$ cat src/rtl/core/goertzel_bin_magnitude_top_defines.svh
// Assertion macros for the Goertzel bin magnitude block
`ifndef GOERTZEL_BIN_MAGNITUDE_TOP_DEFINES_SVH
`define GOERTZEL_BIN_MAGNITUDE_TOP_DEFINES_SVH

`ifndef SYNTH

// expression must hold at every clock edge out of reset
`define GBM_ASSERT(label, expr, msg) \
    label: assert property (@(posedge clk) disable iff (!rst_n) (expr)) else $error(msg);

// consequent must hold in the cycle after the antecedent
`define GBM_ASSERT_NEXT(label, ante, cons, msg) \
    label: assert property (@(posedge clk) disable iff (!rst_n) (ante) |=> (cons)) \
        else $error(msg);

`else

`define GBM_ASSERT(label, expr, msg)
`define GBM_ASSERT_NEXT(label, ante, cons, msg)

`endif

`endif

$ cat src/rtl/core/gbm_pkg.sv
// Shared types, constants and helpers for the Goertzel bin magnitude block
package gbm_pkg;

    localparam int SAMPLE_W    = 16;
    localparam int ACC_W       = 48;
    localparam int COS_W       = 18;
    localparam int SIN_W       = 17;
    localparam int SCALE_W     = 24;
    localparam int AMP_W       = 16;
    localparam int DATA_W      = 32;
    localparam int CFG_ADDR_W  = 4;

    localparam int REC_SHIFT   = 15;
    localparam int FIN_SHIFT   = 16;
    localparam int SCALE_SHIFT = 23;

    // accumulator split into two halves for the narrow multipliers
    localparam int HALF    = ACC_W / 2;
    localparam int HI_W    = ACC_W - HALF;
    localparam int MB_W    = HALF + 1;
    localparam int MP_W    = COS_W + MB_W;
    localparam int PROD_W  = COS_W + ACC_W;
    localparam int WIDE_W  = PROD_W + 1;

    localparam int UOP_W   = (HI_W > SCALE_W) ? HI_W : SCALE_W;
    localparam int UP_W    = 2 * UOP_W;
    localparam int SUM_W   = 2 * ACC_W;
    localparam int SH_W    = $clog2(SUM_W);
    localparam int REM_W   = ACC_W + 2;
    localparam int CNT_W   = $clog2(ACC_W);
    localparam int SC_W    = ACC_W + SCALE_W;
    localparam int SQ_STEPS = 6;
    localparam int STEP_W  = 3;

    localparam int QUEUE_DEPTH = 2;
    localparam int QPTR_W      = $clog2(QUEUE_DEPTH);
    localparam int QCNT_W      = $clog2(QUEUE_DEPTH + 1);

    typedef struct packed {
        logic signed [SAMPLE_W-1:0] sample;
        logic                       last_sample;
    } in_beat_t;

    typedef struct packed {
        logic [AMP_W-1:0] amplitude;
        logic             saturated;
    } out_beat_t;

    typedef struct packed {
        logic signed [COS_W-1:0] cosine_term;
        logic [SIN_W-1:0]        sine_term;
        logic [SCALE_W-1:0]      amplitude_scale;
        logic                    bin_enable;
    } cfg_t;

    localparam cfg_t CFG_RESET = '{
        cosine_term:     COS_W'(65536),
        sine_term:       SIN_W'(0),
        amplitude_scale: SCALE_W'(4096),
        bin_enable:      1'b1
    };

    // accumulator pair handed from front to back at the end of a block
    typedef struct packed {
        logic signed [ACC_W-1:0] recent;
        logic signed [ACC_W-1:0] older;
        logic                    ovf;
    } snap_t;

    typedef struct packed {
        logic full;
        logic empty;
    } q_status_t;

    typedef struct packed {
        logic signed [ACC_W-1:0] value;
        logic                    sat;
    } clip_t;

    typedef enum logic [1:0] {
        CFG_COS    = 2'd0,
        CFG_SIN    = 2'd1,
        CFG_SCALE  = 2'd2,
        CFG_ENABLE = 2'd3
    } cfg_index_t;

    typedef enum logic [2:0] {
        F_IDLE,
        F_MLO,
        F_MHI,
        F_SUM,
        F_UPD
    } front_state_t;

    typedef enum logic [3:0] {
        B_IDLE,
        B_CMUL_LO,
        B_CMUL_HI,
        B_SMUL_LO,
        B_SMUL_HI,
        B_REIM,
        B_IMAG,
        B_ABS,
        B_SQUARE,
        B_ROOT,
        B_SC_LO,
        B_SC_HI,
        B_SC_SUM,
        B_DONE
    } back_state_t;

    // saturate a wide signed value to the accumulator range
    function automatic clip_t clip_acc(input logic signed [WIDE_W-1:0] v);
        clip_t r;
        logic [WIDE_W-ACC_W:0] upper;
        upper = v[WIDE_W-1:ACC_W-1];
        if ((&upper) || !(|upper))
        begin
            r.value = v[ACC_W-1:0];
            r.sat   = 1'b0;
        end
        else
        begin
            r.value = v[WIDE_W-1] ? {1'b1, {(ACC_W-1){1'b0}}} : {1'b0, {(ACC_W-1){1'b1}}};
            r.sat   = 1'b1;
        end
        return r;
    endfunction

endpackage

$ cat src/rtl/core/gbm_front.sv
// Front: takes sample beats and runs the Goertzel recurrence, queues finished blocks
module gbm_front (
    input  logic              clk,
    input  logic              rst_n,
    input  logic              in_valid,
    output logic              in_ready,
    input  gbm_pkg::in_beat_t in_data,
    input  gbm_pkg::cfg_t     cfg,
    input  logic              q_full,
    output logic              push,
    output gbm_pkg::snap_t    push_data
);
    import gbm_pkg::*;

    front_state_t              state_reg, state_next;
    logic signed [SAMPLE_W-1:0] x_reg, x_next;
    logic                      last_reg, last_next;
    logic signed [ACC_W-1:0]   recent_reg, recent_next;
    logic signed [ACC_W-1:0]   older_reg, older_next;
    logic                      ovf_reg, ovf_next;
    logic signed [MP_W-1:0]    plo_reg, plo_next;
    logic signed [MP_W-1:0]    phi_reg, phi_next;
    logic signed [PROD_W-1:0]  prod_reg, prod_next;
    logic signed [MB_W-1:0]    mul_b;
    logic signed [MP_W-1:0]    mul_p;
    logic signed [WIDE_W-1:0]  acc;
    clip_t                     upd;
    logic                      accept;

    assign in_ready = (state_reg == F_IDLE) && !q_full;
    assign accept   = in_valid && in_ready;

    // next state
    always_comb
    begin
        state_next = state_reg;
        case (state_reg)
            F_IDLE:  if (accept) state_next = F_MLO;
            F_MLO:   state_next = F_MHI;
            F_MHI:   state_next = F_SUM;
            F_SUM:   state_next = F_UPD;
            F_UPD:   state_next = F_IDLE;
            default: state_next = F_IDLE;
        endcase
    end

    // cos * s_recent in two halves through one multiplier
    always_comb
    begin
        if (state_reg == F_MHI)
        begin
            mul_b = MB_W'($signed(recent_reg[ACC_W-1:HALF]));
        end
        else
        begin
            mul_b = $signed({1'b0, recent_reg[HALF-1:0]});
        end
        mul_p = cfg.cosine_term * mul_b;
        acc   = WIDE_W'(x_reg) + (WIDE_W'(prod_reg) >>> REC_SHIFT) - WIDE_W'(older_reg);
        upd   = clip_acc(acc);
    end

    // datapath
    always_comb
    begin
        x_next      = x_reg;
        last_next   = last_reg;
        recent_next = recent_reg;
        older_next  = older_reg;
        ovf_next    = ovf_reg;
        plo_next    = plo_reg;
        phi_next    = phi_reg;
        prod_next   = prod_reg;
        case (state_reg)
            F_IDLE:
            begin
                if (accept)
                begin
                    x_next    = in_data.sample;
                    last_next = in_data.last_sample;
                end
            end
            F_MLO: plo_next = mul_p;
            F_MHI: phi_next = mul_p;
            F_SUM: prod_next = (PROD_W'(phi_reg) <<< HALF) + PROD_W'(plo_reg);
            F_UPD:
            begin
                if (last_reg)
                begin
                    recent_next = '0;
                    older_next  = '0;
                    ovf_next    = 1'b0;
                end
                else
                begin
                    recent_next = upd.value;
                    older_next  = recent_reg;
                    ovf_next    = ovf_reg | upd.sat;
                end
            end
            default: ;
        endcase
    end

    assign push             = (state_reg == F_UPD) && last_reg;
    assign push_data.recent = upd.value;
    assign push_data.older  = recent_reg;
    assign push_data.ovf    = ovf_reg | upd.sat;

    always_ff @(posedge clk or negedge rst_n)
    begin
        if (!rst_n)
        begin
            state_reg  <= F_IDLE;
            recent_reg <= '0;
            older_reg  <= '0;
            ovf_reg    <= 1'b0;
        end
        else
        begin
            state_reg  <= state_next;
            recent_reg <= recent_next;
            older_reg  <= older_next;
            ovf_reg    <= ovf_next;
        end
    end

    always_ff @(posedge clk)
    begin
        x_reg    <= x_next;
        last_reg <= last_next;
        plo_reg  <= plo_next;
        phi_reg  <= phi_next;
        prod_reg <= prod_next;
    end

endmodule

$ cat config.mk
export PLATFORM = sky130hd
export DESIGN_NAME = gbm_front
export DESIGN_NICKNAME = d
export VERILOG_FILES = /design/src/rtl/core/goertzel_bin_magnitude_top_defines.svh /design/src/rtl/core/gbm_pkg.sv /design/src/rtl/core/gbm_front.sv
export SDC_FILE = /design/constraint.sdc
export NUM_CORES = 2
export LEC_CHECK = 0
export BUFFER_PORTS_ARGS = -buffer_cell sky130_fd_sc_hd__buf_2
export CAP_MARGIN = 5
export CORE_MARGIN = 2
export CORE_UTILIZATION = 45
export DETAILED_ROUTE_END_ITERATION = 16
export HOLD_SLACK_MARGIN = 0.12
export PLACE_DENSITY = 0.63
export SKIP_LAST_GASP = 1
export SLEW_MARGIN = 40
export SYNTH_ARGS = -nofsm -noshare
export SYNTH_HDL_FRONTEND = slang
export SYNTH_SLANG_ARGS = --single-unit
$ cat constraint.sdc
create_clock -name clk -period 20.3 [get_ports clk]
set_clock_uncertainty 0.1 [all_clocks]
set_input_delay 4.06 -clock clk [delete_from_list [all_inputs] [get_ports clk]]
set_output_delay 4.06 -clock clk [all_outputs]
set_load 0.02 [all_outputs]
==> impl_metrics.json <==
{
  "clk_path_buf_depth": 3,
  "diodes": 0,
  "grt_use_total_pct": 24.1,
  "clock_latency_ns": 0.57,
  "cts_sinks": 238,
  "tritoncts": "yes",
  "rows": 96,
  "synthArstFlopShare_pct": 42.0,
  "htree_levels": 1,
  "finalSetupViolations": 0,
  "ios": 180,
  "rsz0062_at_grt": "no",
  "grt_pass1_wl_um": 134000,
  "reg2reg_slack_ns": 11.08,
  "io_buffers": 137,
  "setup_ws_ns": 9.14,
  "fin_cells": 4388,
  "cap_violations": 0,
  "wl_per_cell_um": 19.4,
  "grt_pass1_vias": 23300,
  "vias": 23300,
  "multi_input_area_mm2": 0.0217,
  "dp_cells": 4340,
  "ys_seq_elements": 238,
  "syn_to_final_growth_pct": 7.79,
  "die_height_um": 268,
  "synth_fp_nets": 4157,
  "cts_root_buf": "clkbuf_16",
  "end_kind": "register",
  "arrival_ns": 11.35,
  "synth_edf_count": 138,
  "ys_top_cells_by_count": "inv_1 (702), nand2_1 (498), fa_1 (493)",
  "synth.top_cells.by_area": "fa_1 (31%), edfxtp_1 (13%), inv_1 (8.4%)",
  "worstMarginPinSlew_ns": 0.853,
  "drv_slew": 0,
  "ys_types": 84,
  "worstHoldPathType": "register to register",
  "dp_slack_ns": 8.61,
  "yosys.area.top_type": "fa_1",
  "start_kind": "primary input",
  "crit_required_ns": 20.49,
  "ctsResizeCount": 0,
  "antenna_found_initial": 4,
  "grt_overflow": 0,
  "crit_type": "primary input to register",
  "first_iter_violations": 1615,
  "min_period_ns": 11.16,
  "fin_crit_sh_pct": 55.0,
  "max_slew_margin_pct": 43.1,
  "synth_top_cell_area_share_pct": 31.4,
  "status": "completed",
  "dpl.hpwl_um": 65200,
  "synth_most_common_cell": "inv_1",
  "ys.flop_type": "edfxtp_1",
  "fin_setup_tns_ns": 0,
  "core_area_mm2": 0.0689,
  "start_util_pct": 45.7,
  "cts-hold-fix-buffers": 0,
  "cts_setup_buffers": 0,
  "worst-path-max-fanout": 25,
  "fill_cells": 6586,
  "yosys_warnings": 0,
  "globalplace.congestion": 0.926,
  "nets": 4212,
  "cts.clk_slew.worst_paths_ns": 0.07,
  "largest_reg_flops": 51,
  "vias_per_cell": 5.30,
  "syn_avg_cell_area_um2": 9.31,
  "wirelength_um": 85100,
  "seqCellArea_mm2": 0.00665,
  "syn-cell-area_mm2": 0.0315,
  "hold_viol": 0,
  "drc": 0,
  "die_w_um": 268,
  "ys_seq_area_share_pct": 21.1,
  "drive_gt1_share_pct": 8.07,
  "dieArea_mm2": 0.0721,
  "dr.pass1.iters": 7,
  "final_antenna_net_count": 0,
  "numCtsBuffers": 26,
  "grt_max_degree": 109,
  "synth_cells": 3382,
  "fmax_mhz": 89.6
}
## area by class of cell
cell class,instances,share of cell area (%)
Multi-Input combinational cell,2314,63.9
Sequential cell,238,19.6
Inverter,702,7.77
Tap cell,931,3.43
Timing Repair Buffer,155,2.48
Clock buffer,27,1.99
Clock inverter,21,0.807
## worst paths after layout
path                       cells past startpoint                          to                startpoint
max reg2reg                                   27       phi_reg[40]$_DFFE_PP_  state_reg[2]$_DFFE_PN0P_
min                                            0      prod_reg[18]$_DFFE_PP_     plo_reg[18]$_DFFE_PP_
max                                           23       phi_reg[40]$_DFFE_PP_                   cfg[47]
min reg2reg                                    0      prod_reg[18]$_DFFE_PP_     plo_reg[18]$_DFFE_PP_
min in group asynchronous                      1  recent_reg[43]$_DFFE_PN0N_                     rst_n
max in group asynchronous                      2   recent_reg[3]$_DFFE_PN0N_                     rst_n
## per-layer routing
| layer | up-vias | global-route usage (%) | share of wire, % |
|---|---|---|---|
| met3 | 86 | 2.47 | 6.8 |
| met5 | - | 0 | 0 |
| met4 | 0 | 5.26 | 2.0 |
| met2 | 754 | 38.7 | 46 |
| li1 | 10700 | - | - |
| met1 | 11700 | 35.4 | 46 |
## stage by stage
stage	hold WS, ns	util [%]	area (µm²)
after global placement	0.304	47.8	33000
final	0.320	49.2	33900
after global routing	0.331	49.2	33900
after floorplan	0.300	-	31500
after detailed placement	0.305	47.8	33000
after CTS	0.320	49.2	33900
## cell families (layout without fill, tap and decap cells)
kind of cell	after synthesis	count (layout)	synth area share, %
flip-flops	238	238	21.1
XOR/XNOR	127	127	3.53
AND/OR/NAND/NOR	1010	1010	15.2
AO/OA/AOI/OAI	459	459	9.96
buffers and inverters	830	905	10.0
adder cells (fa/ha/maj)	694	694	39.3
multiplexers	24	24	0.855
## critical path: stages
cell,delay [ns]
buf_2,0.54
nand2_1,0.15
fa_1,0.51
fa_1,0.58
fa_1,0.44
fa_1,0.54
inv_1,0.05
fa_1,0.47
inv_1,0.05
fa_1,0.48
inv_1,0.04
ha_1,0.33
and3_1,0.21
nor3b_1,0.14
a211oi_1,0.31
o31ai_1,0.18
a2111oi_0,0.65
o221ai_1,0.36
a31o_2,0.36
a41oi_1,0.42
o31ai_1,0.13
a21oi_1,0.18
xnor2_1,0.13
## cells in the final DEF (no fill, tap or decap), types with 8 or more instances in the layout
cell | synthesis | routed
inv_1 | 702 | 701
nand2_1 | 498 | 497
fa_1 | 493 | 493
ha_1 | 201 | 201
and2_1 | 158 | 155
nor2_1 | 141 | 141
edfxtp_1 | 138 | 138
buf_2 | 11 | 136
a21oi_1 | 129 | 129
dfrtp_1 | 100 | 100
xnor2_1 | 88 | 88
a21o_1 | 68 | 68
o21ai_0 | 64 | 64
nand3b_1 | 50 | 50
xor2_1 | 39 | 39
a311oi_1 | 31 | 31
clkbuf_16 | 0 | 27
nor2b_1 | 26 | 26
and3_1 | 25 | 24
nand3_1 | 24 | 24
mux2_2 | 23 | 23
o21ai_1 | 23 | 23
o21bai_1 | 19 | 19
nand2b_1 | 17 | 16
nor3_1 | 16 | 16
buf_4 | 3 | 15
nand4_1 | 14 | 14
o21a_1 | 13 | 13
a211oi_1 | 13 | 13
or2_2 | 11 | 11
a311oi_2 | 11 | 11
o31ai_1 | 9 | 9
a31oi_1 | 9 | 9
nand2_2 | 8 | 9
o211ai_1 | 8 | 8
Power is not shown: default switching activity piles up to over one toggle a cycle in this logic, so the estimate is an artifact.
