**src/rtl/core/goertzel_bin_magnitude_top_defines.svh**
```systemverilog
// Assertion macros for the Goertzel bin magnitude block
`ifndef GOERTZEL_BIN_MAGNITUDE_TOP_DEFINES_SVH
`define GOERTZEL_BIN_MAGNITUDE_TOP_DEFINES_SVH

`ifndef SYNTH

// expression must hold at every clock edge out of reset
`define GBM_ASSERT(label, expr, msg) \
    label: assert property (@(posedge clk) disable iff (!rst_n) (expr)) else $error(msg);

// consequent must hold in the cycle after the antecedent
`define GBM_ASSERT_NEXT(label, ante, cons, msg) \
    label: assert property (@(posedge clk) disable iff (!rst_n) (ante) |=> (cons)) \
        else $error(msg);

`else

`define GBM_ASSERT(label, expr, msg)
`define GBM_ASSERT_NEXT(label, ante, cons, msg)

`endif

`endif

```
**src/rtl/core/gbm_pkg.sv**
```systemverilog
// Shared types, constants and helpers for the Goertzel bin magnitude block
package gbm_pkg;

    localparam int SAMPLE_W    = 16;
    localparam int ACC_W       = 48;
    localparam int COS_W       = 18;
    localparam int SIN_W       = 17;
    localparam int SCALE_W     = 24;
    localparam int AMP_W       = 16;
    localparam int DATA_W      = 32;
    localparam int CFG_ADDR_W  = 4;

    localparam int REC_SHIFT   = 15;
    localparam int FIN_SHIFT   = 16;
    localparam int SCALE_SHIFT = 23;

    // accumulator split into two halves for the narrow multipliers
    localparam int HALF    = ACC_W / 2;
    localparam int HI_W    = ACC_W - HALF;
    localparam int MB_W    = HALF + 1;
    localparam int MP_W    = COS_W + MB_W;
    localparam int PROD_W  = COS_W + ACC_W;
    localparam int WIDE_W  = PROD_W + 1;

    localparam int UOP_W   = (HI_W > SCALE_W) ? HI_W : SCALE_W;
    localparam int UP_W    = 2 * UOP_W;
    localparam int SUM_W   = 2 * ACC_W;
    localparam int SH_W    = $clog2(SUM_W);
    localparam int REM_W   = ACC_W + 2;
    localparam int CNT_W   = $clog2(ACC_W);
    localparam int SC_W    = ACC_W + SCALE_W;
    localparam int SQ_STEPS = 6;
    localparam int STEP_W  = 3;

    localparam int QUEUE_DEPTH = 2;
    localparam int QPTR_W      = $clog2(QUEUE_DEPTH);
    localparam int QCNT_W      = $clog2(QUEUE_DEPTH + 1);

    typedef struct packed {
        logic signed [SAMPLE_W-1:0] sample;
        logic                       last_sample;
    } in_beat_t;

    typedef struct packed {
        logic [AMP_W-1:0] amplitude;
        logic             saturated;
    } out_beat_t;

    typedef struct packed {
        logic signed [COS_W-1:0] cosine_term;
        logic [SIN_W-1:0]        sine_term;
        logic [SCALE_W-1:0]      amplitude_scale;
        logic                    bin_enable;
    } cfg_t;

    localparam cfg_t CFG_RESET = '{
        cosine_term:     COS_W'(65536),
        sine_term:       SIN_W'(0),
        amplitude_scale: SCALE_W'(4096),
        bin_enable:      1'b1
    };

    // accumulator pair handed from front to back at the end of a block
    typedef struct packed {
        logic signed [ACC_W-1:0] recent;
        logic signed [ACC_W-1:0] older;
        logic                    ovf;
    } snap_t;

    typedef struct packed {
        logic full;
        logic empty;
    } q_status_t;

    typedef struct packed {
        logic signed [ACC_W-1:0] value;
        logic                    sat;
    } clip_t;

    typedef enum logic [1:0] {
        CFG_COS    = 2'd0,
        CFG_SIN    = 2'd1,
        CFG_SCALE  = 2'd2,
        CFG_ENABLE = 2'd3
    } cfg_index_t;

    typedef enum logic [2:0] {
        F_IDLE,
        F_MLO,
        F_MHI,
        F_SUM,
        F_UPD
    } front_state_t;

    typedef enum logic [3:0] {
        B_IDLE,
        B_CMUL_LO,
        B_CMUL_HI,
        B_SMUL_LO,
        B_SMUL_HI,
        B_REIM,
        B_IMAG,
        B_ABS,
        B_SQUARE,
        B_ROOT,
        B_SC_LO,
        B_SC_HI,
        B_SC_SUM,
        B_DONE
    } back_state_t;

    // saturate a wide signed value to the accumulator range
    function automatic clip_t clip_acc(input logic signed [WIDE_W-1:0] v);
        clip_t r;
        logic [WIDE_W-ACC_W:0] upper;
        upper = v[WIDE_W-1:ACC_W-1];
        if ((&upper) || !(|upper))
        begin
            r.value = v[ACC_W-1:0];
            r.sat   = 1'b0;
        end
        else
        begin
            r.value = v[WIDE_W-1] ? {1'b1, {(ACC_W-1){1'b0}}} : {1'b0, {(ACC_W-1){1'b1}}};
            r.sat   = 1'b1;
        end
        return r;
    endfunction

endpackage

```
**src/rtl/core/gbm_queue.sv**
```systemverilog
// Two-entry block queue between the recurrence front and the magnitude back
module gbm_queue (
    input  logic               clk,
    input  logic               rst_n,
    input  logic               push,
    input  gbm_pkg::snap_t     push_data,
    input  logic               pop,
    output gbm_pkg::snap_t     pop_data,
    output gbm_pkg::q_status_t status
);
    import gbm_pkg::*;

    snap_t             mem_reg [QUEUE_DEPTH];
    logic [QPTR_W-1:0] wr_ptr_reg, wr_ptr_next;
    logic [QPTR_W-1:0] rd_ptr_reg, rd_ptr_next;
    logic [QCNT_W-1:0] count_reg, count_next;

    function automatic logic [QPTR_W-1:0] ptr_inc(input logic [QPTR_W-1:0] p);
        return (p == QPTR_W'(QUEUE_DEPTH - 1)) ? '0 : p + 1'b1;
    endfunction

    always_comb
    begin
        wr_ptr_next = push ? ptr_inc(wr_ptr_reg) : wr_ptr_reg;
        rd_ptr_next = pop ? ptr_inc(rd_ptr_reg) : rd_ptr_reg;
        count_next  = count_reg + QCNT_W'(push) - QCNT_W'(pop);
    end

    assign pop_data     = mem_reg[rd_ptr_reg];
    assign status.full  = (count_reg == QCNT_W'(QUEUE_DEPTH));
    assign status.empty = (count_reg == '0);

    always_ff @(posedge clk or negedge rst_n)
    begin
        if (!rst_n)
        begin
            wr_ptr_reg <= '0;
            rd_ptr_reg <= '0;
            count_reg  <= '0;
        end
        else
        begin
            wr_ptr_reg <= wr_ptr_next;
            rd_ptr_reg <= rd_ptr_next;
            count_reg  <= count_next;
        end
    end

    always_ff @(posedge clk)
    begin
        if (push)
        begin
            mem_reg[wr_ptr_reg] <= push_data;
        end
    end

endmodule

```
**config.mk**
```make
export PLATFORM = sky130hd
export DESIGN_NAME = gbm_queue
export DESIGN_NICKNAME = d
export VERILOG_FILES = /design/src/rtl/core/goertzel_bin_magnitude_top_defines.svh /design/src/rtl/core/gbm_pkg.sv /design/src/rtl/core/gbm_queue.sv
export SDC_FILE = /design/constraint.sdc
export NUM_CORES = 1
export LEC_CHECK = 0
export BUFFER_PORTS_ARGS = -buffer_cell sky130_fd_sc_hd__buf_2
export CORE_MARGIN = 8
export CORE_UTILIZATION = 49
export DETAILED_ROUTE_END_ITERATION = 6
export HOLD_SLACK_MARGIN = 0.05
export PLACE_DENSITY = 0.78
export SETUP_SLACK_MARGIN = 0.05
export SKIP_LAST_GASP = 1
export SYNTH_ARGS = -nofsm -noshare
export SYNTH_HDL_FRONTEND = slang
export SYNTH_SLANG_ARGS = --single-unit
```
**constraint.sdc**
```tcl
create_clock -name clk -period 7.1 [get_ports clk]
set_input_delay 1.42 -clock clk [delete_from_list [all_inputs] [get_ports clk]]
set_output_delay 1.42 -clock clk [all_outputs]
set_load 0.005 [all_outputs]
```
==> metrics.csv, run 1 <==
metric,value,unit
Crit-path slowest cell,dfrtp_4,
crit path kind,reg -> out,
DPL Wire Length,9642,um
final period utilization,56.60,%
CTS H-tree depth,4,
Max-Cap Viols,0,
Avg Inst Size Synth,22.93,um2
worst-skew pair later-pin latency,0.43,ns
Die Height,137.8,um
Arrival @ worst endpoint,2.60,ns
Worst-Margin Slew,0.7927,ns
crit path time final,4.018,ns
CTS tree,built,
Comb pwr share,25.7,%
top-area cell type share of the netlist area,80.14,%
cts hold-fix bufs,0,
cell area after synthesis,7269,um2
share of cells above drive strength 1,61.18,%
Crit path buffers/inverters,2,
total grt overflow,0,
final WL,13880,um
Setup TNS,0,ns
CP required,5.68,ns
first-pass GRT wire length,20540,um
top sig layer,met4,
Area contributors post-synth,"edfxtp_1, mux2_2, mux2_4",
Cell Int Power,2.548,mW
cell family with most CP delay,buffers and inverters,
GPL Wtd Cong,0.7179,
CP startpoint kind,register,
largest net degree at the start of global routing,54,
Iter 0 DRT Violations,163,
CTS Root Cell,clkbuf_16,
sequential-to-total area share from yosys stat,81.51,%
max reg flops,194,
# rows,44,
"FF+latch count, synth",198,
Sink Count,198,
crit end category,output pin,
"most common cell after layout, fill and taps aside",buf_2,
drt pass-1 iters,4,
Switching Share,26.36,%
Starting Density,50.02,%
Worst path max stage delay,0.83,ns
Yosys warnings,0,
core area,14530,um2
worst min path class,reg -> reg,
maximum VDD drop,0.2251,mV
IO Port Bufs,199,
Routed WL per cell,19.14,um
ANT nets after route,0,
clock power share,26.4,%
Post-layout nets,631,
Worst-path clk slew,0.06,ns
Post-Place Cell Area,8459,um2
RSZ-0062 raised after global routing,no,
CP max FO,53,
Yosys cell types,13,
worst-path cell chain,buf_4 -> mux2_2 -> buf_2,
total die area,18990,um2
Syn Inst Count,317,
Synth area leader,edfxtp_1,
die width,137.8,um
Cell Pwr Density,383.5,nW/um2
via count,3653,
most frequent cells in the layout,"buf_2, edfxtp_1, mux2_2",
Leak Pwr,3.477,nW
fin area,9022,um2
met3 WL,1288,um
gr usage total,14.78,%
Peak Freq,0.2489,GHz
M1 WL,5417,um
post-CTS sizing,0,
Max transition margin,47.16,%
final hold violation count,0,
Flop pwr share,47.9,%
# DRC,0,
initial antenna violation count,0,
clk_skew,0.008035,ns
Num CTS Buffers,17,
Max Transition Viols Final,0,
number of global-route vias before repair,4035,
IO Count,200,
NetSw,0.9121,mW
number of vias per cell,5.039,
Final Setup Violations,0,
syn nets,420,
CTS max path bufs,2,
met2 wire length,6862,um
Area Growth Syn to Fin,24.11,%
post-CTS setup buffers,0,
n_diodes,0,
status,"finished, final reports clean",
[layer usage]
| layer | track usage (%) | up-vias |
|---|---|---|
| met5 | 0 | - |
| met4 | 7.164 | 0 |
| met3 | 6.163 | 26 |
| met2 | 24.58 | 152 |
| met1 | 16.07 | 1796 |
| li1 | - | 1679 |
[cell type report]
cell class | count | area [um2]
Multi-Input combinational cell | 106 | 1266
Clock buffer | 18 | 429.2
Timing Repair Buffer | 203 | 1026
Tap cell | 184 | 230.2
Sequential cell | 198 | 5929
Inverter | 2 | 7.507
Fill cell | 1067 | 5512
Clock inverter | 14 | 133.9
[synthesized netlist by cell type, drive strengths merged]
master and instances:
dfrtp 4, mux2 97, xor3 1, ha 2
nor2b 2, nor2 1, buf 11, xor2 2
and2 1, inv 2, edfxtp 194
[power groups by stage]
stage / registers, mW / logic [mW] / clock network [mW]
2_1_floorplan: 1.64 / 0.602 / 0
3_3_place_gp: 1.67 / 0.899 / 0
3_5_place_dp: 1.69 / 0.912 / 0
4_1_cts: 1.66 / 0.917 / 0.932
5_1_grt: 1.68 / 0.973 / 0.968
6_report: 1.66 / 0.891 / 0.912
[path summary, 6_finish.rpt]
path,start,endpoint,slack [ns],depth (start not counted)
min,wr_ptr_reg$_DFFE_PN0P_,wr_ptr_reg$_DFFE_PN0P_,0.56,1
max reg2reg,wr_ptr_reg$_DFFE_PN0P_,mem_reg[1][56]$_DFFE_PP_,4.99,2
max in group asynchronous,rst_n,rd_ptr_reg$_DFFE_PN0P_,6.16,1
min reg2reg,wr_ptr_reg$_DFFE_PN0P_,wr_ptr_reg$_DFFE_PN0P_,0.56,1
min in group asynchronous,rst_n,count_reg[1]$_DFF_PN0_,0.79,1
max,rd_ptr_reg$_DFFE_PN0P_,pop_data[14],3.08,3
[logic make-up after synthesis]
kind of cell             after synthesis  share of synthesized area [%]
XOR/XNOR                               3                         0.5680
adder cells (fa/ha/maj)                2                         0.3442
buffers and inverters                 13                          1.205
flip-flops                           198                          81.51
multiplexers                          97                          16.06
AND/OR/NAND/NOR                        4                         0.3098
[through the flow]
| stage | instances | total power, mW | util [%] | setup WS, ns | hold WS [ns] |
|---|---|---|---|---|---|
| floorplan | 317 | 2.241 | - | 0.8908 | 0.4531 |
| global placement | 693 | 2.570 | 58.20 | 3.523 | 0.5282 |
| detailed placement | 693 | 2.598 | 58.20 | 3.502 | 0.5443 |
| CTS | 725 | 3.511 | 62.08 | 3.024 | 0.5567 |
| global route | 725 | 3.623 | 62.08 | 2.937 | 0.5868 |
| finish | 725 | 3.460 | 62.08 | 3.082 | 0.5574 |
(Power assumes the default switching activity.)
==> run 2: changes to the inputs <==
CORE_UTILIZATION = 47   (was 49)
PLACE_DENSITY = 0.79   (was 0.78)
clock period = 3.4 ns   (was 7.1 ns; I/O delays follow)
==> metrics.csv, run 2 (synthesis gave the netlist of run 1 again) <==
metric,value,unit,change
dpl cells,696,,+0.43%
DPL Wire Length,9025,um,-6.4%
Final Setup Violations,0,,unchanged
crit end category,output pin,,
Worst-path clk slew,0.07,ns,about the same
CTS Root Cell,clkbuf_16,,
CP required,2.72,ns,-2.96 ns
Worst path max stage delay,0.44,ns,-0.39 ns
ANT nets after route,0,,unchanged
IO Port Bufs,199,,unchanged
Peak Freq,0.3861,GHz,
total grt overflow,0,,unchanged
drt pass-1 iters,6,,+2
Worst-Margin Slew,0.6744,ns,-0.1183 ns
gr usage total,13.79,%,-0.99 points
post-CTS setup buffers,0,,unchanged
most frequent cells in the layout,"buf_2, edfxtp_1, mux2_2",,
Num CTS Buffers,17,,unchanged
Setup TNS,0,ns,unchanged
crit path kind,reg -> out,,
status,"finished, final reports clean",,
Max-Cap Viols,0,,unchanged
Iter 0 DRT Violations,211,,+29%
Post-Layout Cell Count,729,,+0.55%
Area Growth Syn to Fin,25.49,%,
IO Count,200,,unchanged
core area,15150,um2,+4.2%
# rows,45,,+2.3%
max reg flops,194,,unchanged
worst-skew pair later-pin latency,0.42,ns,about the same
Crit path buffers/inverters,2,,unchanged
final period utilization,76.18,%,
share of cells above drive strength 1,61.55,%,+0.37 points
# DRC,0,,unchanged
CTS max path bufs,2,,unchanged
largest net degree at the start of global routing,99,,+83%
# fillers,1122,,+5.2%
Crit-path slowest cell,buf_12,,
final hold violation count,0,,unchanged
CP startpoint kind,register,,
CTS H-tree depth,4,,unchanged
first-pass GRT wire length,20930,um,+1.9%
area of the multi-input gates,1266,um2,unchanged
"most common cell after layout, fill and taps aside",buf_2,,
Die Height,140.4,um,+1.9%
Starting Density,48.00,%,-2.0 points
Arrival @ worst endpoint,1.91,ns,-0.69 ns
die width,140.4,um,+1.9%
Max transition margin,55.04,%,+7.9 points
RSZ-0062 raised after global routing,no,,
Leak Pwr,3.507,nW,+0.88%
total die area,19700,um2,+3.8%
initial antenna violation count,0,,unchanged
GPL Wtd Cong,0.6999,,-2.5%
Seq. cell area,5929,um2,unchanged
Routed WL per cell,18.84,um,-1.6%
maximum VDD drop,1.168,mV,+420%
worst-path cell chain,buf_12 -> mux2_2 -> buf_2,,
CTS tree,built,,
worst min path class,in -> reg,,
number of global-route vias before repair,3988,,-1.2%
post-CTS sizing,0,,unchanged
crit path time final,2.590,ns,
CP max FO,98,,+85%
Max Transition Viols Final,0,,unchanged
final WL,13740,um,-1.0%
cts hold-fix bufs,1,,+1
clk_skew,0.007885,ns,-0.0001498 ns
cell family with most CP delay,buffers and inverters,,
Sink Count,198,,unchanged
via count,3625,,-0.77%
number of vias per cell,4.973,,-1.3%
Cell Pwr Density,811.6,nW/um2,+110%
n_diodes,0,,unchanged
Post-layout nets,631,,unchanged
==> run 2: cell count changes in the layout (fill, tap and decap cells not counted) <==
cell	previous run	this run
inv_8	0	2
clkinv_2	4	0
clkinv_4	3	4
inv_6	1	3
dlygate4sd3_1	0	1
buf_12	0	3
clkinv_1	3	1
buf_4	4	0
bufinv_16	2	3
clkbuf_1	1	0
clkinvlp_4	1	2
==> run 2: where the power goes <==
part,leakage (nW),switching (mW),internal [mW]
logic,1.34,0.957,1.03
registers,1.87,0.114,3.24
clock network,0.296,0.883,1.18
total,3.51,1.95,5.45
==> run 2: area by class of cell <==
type	count	area share (%)
clock buffer	17	4.663
tap	188	2.579
inverter	2	0.08229
sequential	198	65.00
clock inverter	15	2.112
timing repair buffer	203	11.69
multi-input combinational	106	13.88
==> run 2: metrics by stage <==
stage / power, mW / cell area (um2) / hold slack [ns] / setup slack, ns / utilization, %
after global routing: 7.757 / 9123 / 0.4160 / 0.7620 / 60.23
final: 7.404 / 9123 / 0.4423 / 0.8098 / 60.23
after detailed placement: 5.445 / 8494 / 0.4901 / 1.234 / 56.08
after global placement: 5.381 / 8494 / 0.4871 / 1.283 / 56.08
after CTS: 7.528 / 9123 / 0.4193 / 0.8131 / 60.23
after floorplan: 4.640 / 7278 / 0.3844 / 0.8255 / -
==> run 2: final timing paths <==
check	slack (ns)	start	depth (start not counted)	end
max	0.81	rd_ptr_reg$_DFFE_PN0P_	3	pop_data[93]
min reg2reg	0.55	wr_ptr_reg$_DFFE_PN0P_	1	wr_ptr_reg$_DFFE_PN0P_
min	0.44	push_data[86]	1	mem_reg[1][86]$_DFFE_PP_
max in group asynchronous	2.67	rst_n	2	rd_ptr_reg$_DFFE_PN0P_
max reg2reg	1.66	wr_ptr_reg$_DFFE_PN0P_	2	mem_reg[1][76]$_DFFE_PP_
min in group asynchronous	0.59	rst_n	2	count_reg[0]$_DFF_PN0_
==> run 2: metal layers <==
metal | up-vias | share of wire, % | global-route usage, %
met1 | 1796 | 40 | 15.44
met4 | 0 | 1.4 | 5.543
met3 | 14 | 7.8 | 5.335
met5 | - | 0 | 0
li1 | 1691 | - | -
met2 | 124 | 51 | 23.26
