File: config.mk
export PLATFORM = sky130hd
export DESIGN_NAME = gbm_back
export DESIGN_NICKNAME = d
export VERILOG_FILES = /design/src/rtl/core/goertzel_bin_magnitude_top_defines.svh /design/src/rtl/core/gbm_pkg.sv /design/src/rtl/core/gbm_back.sv
export SDC_FILE = /design/constraint.sdc
export NUM_CORES = 2
export LEC_CHECK = 0
export ABC_CLOCK_PERIOD_IN_PS = 11500
export BUFFER_PORTS_ARGS = -buffer_cell sky130_fd_sc_hd__buf_4
export CAP_MARGIN = 20
export CORE_MARGIN = 4
export CORE_UTILIZATION = 46
export DETAILED_ROUTE_END_ITERATION = 7
export PLACE_DENSITY_LB_ADDON = 0.05
export SLEW_MARGIN = 20
export SYNTH_ARGS = -nofsm -noshare
export SYNTH_HDL_FRONTEND = slang
export SYNTH_SLANG_ARGS = --single-unit
export TNS_END_PERCENT = 5
File: constraint.sdc
create_clock -name clk -period 11.5 [get_ports clk]
set_input_delay 2.3 -clock clk [delete_from_list [all_inputs] [get_ports clk]]
set_output_delay 2.3 -clock clk [all_outputs]
set_load 0.02 [all_outputs]
File: src/rtl/core/goertzel_bin_magnitude_top_defines.svh
// Assertion macros for the Goertzel bin magnitude block
`ifndef GOERTZEL_BIN_MAGNITUDE_TOP_DEFINES_SVH
`define GOERTZEL_BIN_MAGNITUDE_TOP_DEFINES_SVH

`ifndef SYNTH

// expression must hold at every clock edge out of reset
`define GBM_ASSERT(label, expr, msg) \
    label: assert property (@(posedge clk) disable iff (!rst_n) (expr)) else $error(msg);

// consequent must hold in the cycle after the antecedent
`define GBM_ASSERT_NEXT(label, ante, cons, msg) \
    label: assert property (@(posedge clk) disable iff (!rst_n) (ante) |=> (cons)) \
        else $error(msg);

`else

`define GBM_ASSERT(label, expr, msg)
`define GBM_ASSERT_NEXT(label, ante, cons, msg)

`endif

`endif

File: src/rtl/core/gbm_pkg.sv
// Shared types, constants and helpers for the Goertzel bin magnitude block
package gbm_pkg;

    localparam int SAMPLE_W    = 16;
    localparam int ACC_W       = 48;
    localparam int COS_W       = 18;
    localparam int SIN_W       = 17;
    localparam int SCALE_W     = 24;
    localparam int AMP_W       = 16;
    localparam int DATA_W      = 32;
    localparam int CFG_ADDR_W  = 4;

    localparam int REC_SHIFT   = 15;
    localparam int FIN_SHIFT   = 16;
    localparam int SCALE_SHIFT = 23;

    // accumulator split into two halves for the narrow multipliers
    localparam int HALF    = ACC_W / 2;
    localparam int HI_W    = ACC_W - HALF;
    localparam int MB_W    = HALF + 1;
    localparam int MP_W    = COS_W + MB_W;
    localparam int PROD_W  = COS_W + ACC_W;
    localparam int WIDE_W  = PROD_W + 1;

    localparam int UOP_W   = (HI_W > SCALE_W) ? HI_W : SCALE_W;
    localparam int UP_W    = 2 * UOP_W;
    localparam int SUM_W   = 2 * ACC_W;
    localparam int SH_W    = $clog2(SUM_W);
    localparam int REM_W   = ACC_W + 2;
    localparam int CNT_W   = $clog2(ACC_W);
    localparam int SC_W    = ACC_W + SCALE_W;
    localparam int SQ_STEPS = 6;
    localparam int STEP_W  = 3;

    localparam int QUEUE_DEPTH = 2;
    localparam int QPTR_W      = $clog2(QUEUE_DEPTH);
    localparam int QCNT_W      = $clog2(QUEUE_DEPTH + 1);

    typedef struct packed {
        logic signed [SAMPLE_W-1:0] sample;
        logic                       last_sample;
    } in_beat_t;

    typedef struct packed {
        logic [AMP_W-1:0] amplitude;
        logic             saturated;
    } out_beat_t;

    typedef struct packed {
        logic signed [COS_W-1:0] cosine_term;
        logic [SIN_W-1:0]        sine_term;
        logic [SCALE_W-1:0]      amplitude_scale;
        logic                    bin_enable;
    } cfg_t;

    localparam cfg_t CFG_RESET = '{
        cosine_term:     COS_W'(65536),
        sine_term:       SIN_W'(0),
        amplitude_scale: SCALE_W'(4096),
        bin_enable:      1'b1
    };

    // accumulator pair handed from front to back at the end of a block
    typedef struct packed {
        logic signed [ACC_W-1:0] recent;
        logic signed [ACC_W-1:0] older;
        logic                    ovf;
    } snap_t;

    typedef struct packed {
        logic full;
        logic empty;
    } q_status_t;

    typedef struct packed {
        logic signed [ACC_W-1:0] value;
        logic                    sat;
    } clip_t;

    typedef enum logic [1:0] {
        CFG_COS    = 2'd0,
        CFG_SIN    = 2'd1,
        CFG_SCALE  = 2'd2,
        CFG_ENABLE = 2'd3
    } cfg_index_t;

    typedef enum logic [2:0] {
        F_IDLE,
        F_MLO,
        F_MHI,
        F_SUM,
        F_UPD
    } front_state_t;

    typedef enum logic [3:0] {
        B_IDLE,
        B_CMUL_LO,
        B_CMUL_HI,
        B_SMUL_LO,
        B_SMUL_HI,
        B_REIM,
        B_IMAG,
        B_ABS,
        B_SQUARE,
        B_ROOT,
        B_SC_LO,
        B_SC_HI,
        B_SC_SUM,
        B_DONE
    } back_state_t;

    // saturate a wide signed value to the accumulator range
    function automatic clip_t clip_acc(input logic signed [WIDE_W-1:0] v);
        clip_t r;
        logic [WIDE_W-ACC_W:0] upper;
        upper = v[WIDE_W-1:ACC_W-1];
        if ((&upper) || !(|upper))
        begin
            r.value = v[ACC_W-1:0];
            r.sat   = 1'b0;
        end
        else
        begin
            r.value = v[WIDE_W-1] ? {1'b1, {(ACC_W-1){1'b0}}} : {1'b0, {(ACC_W-1){1'b1}}};
            r.sat   = 1'b1;
        end
        return r;
    endfunction

endpackage

File: src/rtl/core/gbm_back.sv
// Back: real/imag terms, sum of squares, bit-serial square root, scaling, result register
module gbm_back (
    input  logic               clk,
    input  logic               rst_n,
    input  gbm_pkg::cfg_t      cfg,
    input  logic               q_empty,
    output logic               pop,
    input  gbm_pkg::snap_t     pop_data,
    output logic               out_valid,
    input  logic               out_ready,
    output gbm_pkg::out_beat_t out_data
);
    import gbm_pkg::*;

    back_state_t              state_reg, state_next;
    logic signed [ACC_W-1:0]  r_reg, r_next;
    logic signed [ACC_W-1:0]  o_reg, o_next;
    logic                     sat_reg, sat_next;
    logic signed [MP_W-1:0]   plo_reg, plo_next;
    logic signed [MP_W-1:0]   phi_reg, phi_next;
    logic signed [PROD_W-1:0] prodc_reg, prodc_next;
    logic signed [PROD_W-1:0] prods_reg, prods_next;
    logic signed [ACC_W-1:0]  re_reg, re_next;
    logic signed [ACC_W-1:0]  im_reg, im_next;
    logic [ACC_W-1:0]         re_abs_reg, re_abs_next;
    logic [ACC_W-1:0]         im_abs_reg, im_abs_next;
    logic [STEP_W-1:0]        step_reg, step_next;
    logic [SUM_W-1:0]         sum_reg, sum_next;
    logic [UP_W-1:0]          up_reg, up_next;
    logic [SH_W-1:0]          sh_reg, sh_next;
    logic [REM_W-1:0]         rem_reg, rem_next;
    logic [ACC_W-1:0]         root_reg, root_next;
    logic [CNT_W-1:0]         cnt_reg, cnt_next;
    logic [SC_W-1:0]          sc_reg, sc_next;
    logic                     out_valid_reg, out_valid_next;
    out_beat_t                out_data_reg, out_data_next;

    logic signed [COS_W-1:0]  mul_a;
    logic signed [MB_W-1:0]   mul_b;
    logic signed [MP_W-1:0]   mul_p;
    logic signed [PROD_W-1:0] merged;
    clip_t                    re_clip, im_clip;
    logic [UOP_W-1:0]         ua, ub;
    logic [SH_W-1:0]          sq_sh;
    logic [UP_W-1:0]          up;
    logic [REM_W-1:0]         rem_sh, trial;
    logic                     root_bit;
    logic                     amp_over;
    logic [AMP_W-1:0]         amp_val;
    logic                     out_free;

    assign out_free = !out_valid_reg || out_ready;
    assign pop      = (state_reg == B_IDLE) && !q_empty;

    // next state
    always_comb
    begin
        state_next = state_reg;
        case (state_reg)
            B_IDLE:    if (!q_empty) state_next = B_CMUL_LO;
            B_CMUL_LO: state_next = B_CMUL_HI;
            B_CMUL_HI: state_next = B_SMUL_LO;
            B_SMUL_LO: state_next = B_SMUL_HI;
            B_SMUL_HI: state_next = B_REIM;
            B_REIM:    state_next = B_IMAG;
            B_IMAG:    state_next = B_ABS;
            B_ABS:     state_next = B_SQUARE;
            B_SQUARE:  if (step_reg == STEP_W'(SQ_STEPS)) state_next = B_ROOT;
            B_ROOT:    if (cnt_reg == CNT_W'(ACC_W - 1)) state_next = B_SC_LO;
            B_SC_LO:   state_next = B_SC_HI;
            B_SC_HI:   state_next = B_SC_SUM;
            B_SC_SUM:  state_next = B_DONE;
            B_DONE:    if (out_free) state_next = B_IDLE;
            default:   state_next = B_IDLE;
        endcase
    end

    // shared signed multiplier: cos or sin times one half of s_older
    always_comb
    begin
        if ((state_reg == B_SMUL_LO) || (state_reg == B_SMUL_HI))
        begin
            mul_a = $signed(COS_W'(cfg.sine_term));
        end
        else
        begin
            mul_a = cfg.cosine_term;
        end
        if ((state_reg == B_CMUL_HI) || (state_reg == B_SMUL_HI))
        begin
            mul_b = MB_W'($signed(o_reg[ACC_W-1:HALF]));
        end
        else
        begin
            mul_b = $signed({1'b0, o_reg[HALF-1:0]});
        end
        mul_p   = mul_a * mul_b;
        merged  = (PROD_W'(phi_reg) <<< HALF) + PROD_W'(plo_reg);
        re_clip = clip_acc(WIDE_W'(r_reg) - (WIDE_W'(prodc_reg) >>> FIN_SHIFT));
        im_clip = clip_acc(WIDE_W'(prods_reg) >>> FIN_SHIFT);
    end

    // shared unsigned multiplier: square partial products, then magnitude times scale
    always_comb
    begin
        ua    = '0;
        ub    = '0;
        sq_sh = '0;
        if (state_reg == B_SC_LO)
        begin
            ua = UOP_W'(root_reg[HALF-1:0]);
            ub = UOP_W'(cfg.amplitude_scale);
        end
        else if (state_reg == B_SC_HI)
        begin
            ua = UOP_W'(root_reg[ACC_W-1:HALF]);
            ub = UOP_W'(cfg.amplitude_scale);
        end
        else
        begin
            case (step_reg)
                3'd0:
                begin
                    ua = UOP_W'(re_abs_reg[HALF-1:0]);
                    ub = UOP_W'(re_abs_reg[HALF-1:0]);
                end
                3'd1:
                begin
                    ua    = UOP_W'(re_abs_reg[HALF-1:0]);
                    ub    = UOP_W'(re_abs_reg[ACC_W-1:HALF]);
                    sq_sh = SH_W'(HALF + 1);
                end
                3'd2:
                begin
                    ua    = UOP_W'(re_abs_reg[ACC_W-1:HALF]);
                    ub    = UOP_W'(re_abs_reg[ACC_W-1:HALF]);
                    sq_sh = SH_W'(2 * HALF);
                end
                3'd3:
                begin
                    ua = UOP_W'(im_abs_reg[HALF-1:0]);
                    ub = UOP_W'(im_abs_reg[HALF-1:0]);
                end
                3'd4:
                begin
                    ua    = UOP_W'(im_abs_reg[HALF-1:0]);
                    ub    = UOP_W'(im_abs_reg[ACC_W-1:HALF]);
                    sq_sh = SH_W'(HALF + 1);
                end
                3'd5:
                begin
                    ua    = UOP_W'(im_abs_reg[ACC_W-1:HALF]);
                    ub    = UOP_W'(im_abs_reg[ACC_W-1:HALF]);
                    sq_sh = SH_W'(2 * HALF);
                end
                default: ;
            endcase
        end
        up = ua * ub;
    end

    // one root bit per cycle; sum_reg doubles as the radicand shift register
    always_comb
    begin
        rem_sh   = {rem_reg[REM_W-3:0], sum_reg[SUM_W-1:SUM_W-2]};
        trial    = {root_reg, 2'b01};
        root_bit = (rem_sh >= trial);
        amp_over = |sc_reg[SC_W-1:SCALE_SHIFT+AMP_W];
        amp_val  = amp_over ? {AMP_W{1'b1}} : sc_reg[SCALE_SHIFT+AMP_W-1:SCALE_SHIFT];
    end

    // datapath
    always_comb
    begin
        r_next         = r_reg;
        o_next         = o_reg;
        sat_next       = sat_reg;
        plo_next       = plo_reg;
        phi_next       = phi_reg;
        prodc_next     = prodc_reg;
        prods_next     = prods_reg;
        re_next        = re_reg;
        im_next        = im_reg;
        re_abs_next    = re_abs_reg;
        im_abs_next    = im_abs_reg;
        step_next      = step_reg;
        sum_next       = sum_reg;
        up_next        = up_reg;
        sh_next        = sh_reg;
        rem_next       = rem_reg;
        root_next      = root_reg;
        cnt_next       = cnt_reg;
        sc_next        = sc_reg;
        out_data_next  = out_data_reg;
        out_valid_next = out_valid_reg && !out_ready;
        case (state_reg)
            B_IDLE:
            begin
                if (!q_empty)
                begin
                    r_next   = pop_data.recent;
                    o_next   = pop_data.older;
                    sat_next = pop_data.ovf;
                end
            end
            B_CMUL_LO: plo_next = mul_p;
            B_CMUL_HI: phi_next = mul_p;
            B_SMUL_LO:
            begin
                prodc_next = merged;
                plo_next   = mul_p;
            end
            B_SMUL_HI: phi_next = mul_p;
            B_REIM:
            begin
                prods_next = merged;
                re_next    = re_clip.value;
                sat_next   = sat_reg | re_clip.sat;
            end
            B_IMAG:
            begin
                im_next  = im_clip.value;
                sat_next = sat_reg | im_clip.sat;
            end
            B_ABS:
            begin
                re_abs_next = re_reg[ACC_W-1] ? (~re_reg + 1'b1) : re_reg;
                im_abs_next = im_reg[ACC_W-1] ? (~im_reg + 1'b1) : im_reg;
                step_next   = '0;
                sum_next    = '0;
                rem_next    = '0;
                root_next   = '0;
                cnt_next    = '0;
            end
            B_SQUARE:
            begin
                // product of the previous step is added while the next one forms
                if (step_reg != '0)
                begin
                    sum_next = sum_reg + (SUM_W'(up_reg) << sh_reg);
                end
                if (step_reg < STEP_W'(SQ_STEPS))
                begin
                    up_next = up;
                    sh_next = sq_sh;
                end
                step_next = step_reg + 1'b1;
            end
            B_ROOT:
            begin
                sum_next = sum_reg << 2;
                cnt_next = cnt_reg + 1'b1;
                if (root_bit)
                begin
                    rem_next  = rem_sh - trial;
                    root_next = {root_reg[ACC_W-2:0], 1'b1};
                end
                else
                begin
                    rem_next  = rem_sh;
                    root_next = {root_reg[ACC_W-2:0], 1'b0};
                end
            end
            B_SC_LO: up_next = up;
            B_SC_HI:
            begin
                sc_next = SC_W'(up_reg);
                up_next = up;
            end
            B_SC_SUM: sc_next = sc_reg + (SC_W'(up_reg) << HALF);
            B_DONE:
            begin
                if (out_free)
                begin
                    out_valid_next          = 1'b1;
                    out_data_next.amplitude = cfg.bin_enable ? amp_val : '0;
                    out_data_next.saturated = sat_reg | (amp_over & cfg.bin_enable);
                end
            end
            default: ;
        endcase
    end

    assign out_valid = out_valid_reg;
    assign out_data  = out_data_reg;

    always_ff @(posedge clk or negedge rst_n)
    begin
        if (!rst_n)
        begin
            state_reg     <= B_IDLE;
            out_valid_reg <= 1'b0;
        end
        else
        begin
            state_reg     <= state_next;
            out_valid_reg <= out_valid_next;
        end
    end

    always_ff @(posedge clk)
    begin
        r_reg        <= r_next;
        o_reg        <= o_next;
        sat_reg      <= sat_next;
        plo_reg      <= plo_next;
        phi_reg      <= phi_next;
        prodc_reg    <= prodc_next;
        prods_reg    <= prods_next;
        re_reg       <= re_next;
        im_reg       <= im_next;
        re_abs_reg   <= re_abs_next;
        im_abs_reg   <= im_abs_next;
        step_reg     <= step_next;
        sum_reg      <= sum_next;
        up_reg       <= up_next;
        sh_reg       <= sh_next;
        rem_reg      <= rem_next;
        root_reg     <= root_next;
        cnt_reg      <= cnt_next;
        sc_reg       <= sc_next;
        out_data_reg <= out_data_next;
    end

endmodule

==> impl_metrics.tcl <==
set metrics [dict create \
    regArea_mm2 0.0234 \
    grt_pass1_vias 63100 \
    clkSinkCount 781 \
    cts_tree "yes" \
    hold_path.startpoint "im_reg[0]$_DFFE_PP_" \
    hold_path_end "im_abs_reg[0]$_DFFE_PP_" \
    hold_depth 0 \
    setup_violations 0 \
    met1_length_um 106000 \
    cts_resized 0 \
    synthCells 8577 \
    regToRegEndpoint "up_reg[46]$_DFFE_PP_" \
    core_area_mm2 0.176 \
    syn_area_mm2 0.0815 \
    post_cts_buffers 0 \
    dp.final_hpwl_um 214000 \
    synthTopCellsByArea "edfxtp_1 (29%), fa_1 (23%), ha_1 (8.8%)" \
    ys_ff_latch 781 \
    drt_iter0_drc 4498 \
    yosys.area.top_type "edfxtp_1" \
    dr_wl_met3_um 12500 \
    rsz0062_at_grt "no" \
    timing.final.crit_share_pct 90.7 \
    yosysUniqueCellTypes 83 \
    die_h_um 429 \
    areaGrowthSynthToFinish_pct 9.04 \
    finalWeightedCongestion 0.979 \
    portBuffers 179 \
    cp_slowest_cell "ha_1" \
    vias 62100 \
    grt_pass1_wl_um 395000 \
    synth_top_area_share_pct 28.6 \
    fillers 16400 \
    syn-num-nets 10200 \
    finalHoldViolCount 0 \
    crit_required_ps 11980 \
    cts_inserted_buffers 93 \
    async_flop_share_pct 0.640 \
    antenna_found_initial 3 \
    pin_count 180 \
    crit_fanout 37 \
    ff2ff_setup_slack_ps 1070 \
    max_stage_delay_ps 920 \
    clock_path_buffers 3 \
    drv_slew 0 \
    dp_slack_ps 1040 \
    fin_nets 10300 \
    violations "design-rule violations" \
    start_util_pct 46.3 \
    wirelength_um 263000 \
    synth.avg_cell_area_um2 9.51 \
    yosysSeqAreaShare_pct 28.7 \
    htreeDepth 3 \
    status "complete, but fails checks" \
    grt_usage_pct 28.3 \
    clk_latency_ps 800 \
    finClkSkew_ps 63.8 \
    tightest_slew_ps 1170 \
    final_layout_size_suffix_gt1_share_pct 6.59 \
    clk_transition_reported_paths_ps 70 \
    drt-pass1-iter-count 8 \
    wl_met2_um 126000 \
    die_width_um 429 \
    criticalPathCategory "reg -> reg" \
    rr_worst_depth 35 \
    tns_ps 0 \
    synth-edff-count 776 \
    maxCapViolations 0 \
    ys.flop_type "edfxtp_1" \
    drcViolationCount 2 \
    root_buffer "clkbuf_16" \
    max_freq_mhz 95.9 \
    largest_register_ffs 96 \
    top_layer "met4" \
    num_rows 154 \
    cp-end-kind "flop" \
    cts_hold_buf 0 \
    maxSlewHeadroom_pct 22.3 \
    timing.rr.start "step_reg[2]$_SDFFCE_PN0P_" \
    fin_ws_ps 1070 \
    period_needed_ps 10430 \
    die_area_mm2 0.184 \
    critical_path_arrival_ps 10910 \
    ant_nets 0 \
    wl_per_cell_um 23.8 \
    critPathLaunchType "flop" \
    ys_warn_count 0 \
    grt_max_degree 87 \
    grt-ovfl-total 0 \
    min_path_type "reg -> reg" \
    multi_input_area_mm2 0.0523 \
    vias_per_cell 5.62 \
    fin_util_pct 50.5 \
]
==> how the worst max path moves through the flow <==
stage	start	endpoint	slack, ps
finish	step_reg[2]$_SDFFCE_PN0P_	up_reg[46]$_DFFE_PP_	1070
global route	step_reg[1]$_SDFFCE_PN0P_	up_reg[46]$_DFFE_PP_	680
CTS	step_reg[1]$_SDFFCE_PN0P_	up_reg[46]$_DFFE_PP_	1190
detailed placement	cfg[5]	up_reg[46]$_DFFE_PP_	1040
global placement	cfg[5]	up_reg[46]$_DFFE_PP_	1000
floorplan	cfg[3]	up_reg[46]$_DFFE_PP_	1740
==> cell type report <==
cell class,instances,area share (%)
clock inverter,70,0.881
sequential,781,26.3
timing repair buffer,326,2.76
antenna,2,0.00563
inverter,1239,5.23
tap,2340,3.29
multi-input combinational,6197,58.8
clock buffer,101,2.65
==> per-stage QoR <==
stage                     area, µm²  hold slack [ps]  std cells
after floorplan               81500              421       8577
after global placement        85700              504      10900
after detailed placement      85800              503      10900
after CTS                     88900              472      11100
after global routing          88900              489      11100
final                         88900              471      11100
==> synth_stat cells (25+ instances only) <==
master    count
inv_1      1239
nand2_1    1186
fa_1        928
edfxtp_1    776
nor2_1      762
ha_1        571
a21oi_1     459
o21ai_0     370
clkbuf_1    338
xnor2_1     301
a21o_1      212
xor2_1      140
mux2i_1     100
nand3_1      77
and2_1       69
nor3_1       68
o21bai_1     66
nand4_1      64
nand2b_1     63
a22o_1       62
nor2b_1      62
o31ai_1      51
a222oi_1     48
o22ai_1      47
and3_1       42
a31oi_1      41
mux2_2       38
a211oi_1     32
o21a_1       28
or3_1        27
or4_1        25
==> cells in the final DEF, fill, tap and decap left out, types with 46 or more instances in the layout <==
master / count
a222oi_1: 48
xnor2_1: 301
inv_1: 1238
nand3_1: 76
o31ai_1: 51
nor2_1: 754
nand2_1: 1183
fa_1: 928
xor2_1: 140
and2_1: 69
edfxtp_1: 776
nand4_1: 64
o22ai_1: 46
buf_4: 325
ha_1: 571
mux2i_1: 95
a22o_1: 62
clkbuf_16: 93
a21oi_1: 459
nor2b_1: 59
nor3_1: 66
o21bai_1: 65
nand2b_1: 63
a21o_1: 212
o21ai_0: 367
==> critical path: cells and delay by family (launching register included) <==
family,cells,cell delay [ps]
buffers and inverters,9,1330
XOR/XNOR,1,110
flip-flops,1,540
adder cells (fa/ha/maj),9,4500
AO/OA/AOI/OAI,10,2350
AND/OR/NAND/NOR,6,1210
==> metal layers <==
layer | track usage [%] | vias to the layer above
met1 | 35.2 | 30900
met5 | 0 | -
li1 | - | 28800
met2 | 47.8 | 1903
met3 | 3.40 | 556
met4 | 15.8 | 0
==> logic make-up (layout without fill, tap and decap cells) <==
group | count (synthesis) | in the layout | share of synthesized area (%)
AOI/OAI and AO/OA | 1603 | 1603 | 12.6
xor gates and xnor gates | 441 | 441 | 4.74
adders and majority gates | 1499 | 1499 | 31.5
buffers and inverters | 1599 | 1736 | 7.37
DFF | 781 | 781 | 28.7
muxes | 138 | 138 | 1.75
other | 0 | 2 | 0
and+or+nand+nor | 2516 | 2516 | 13.3
Power is not shown: default switching activity piles up to over one toggle a cycle in this logic, so the estimate is an artifact.
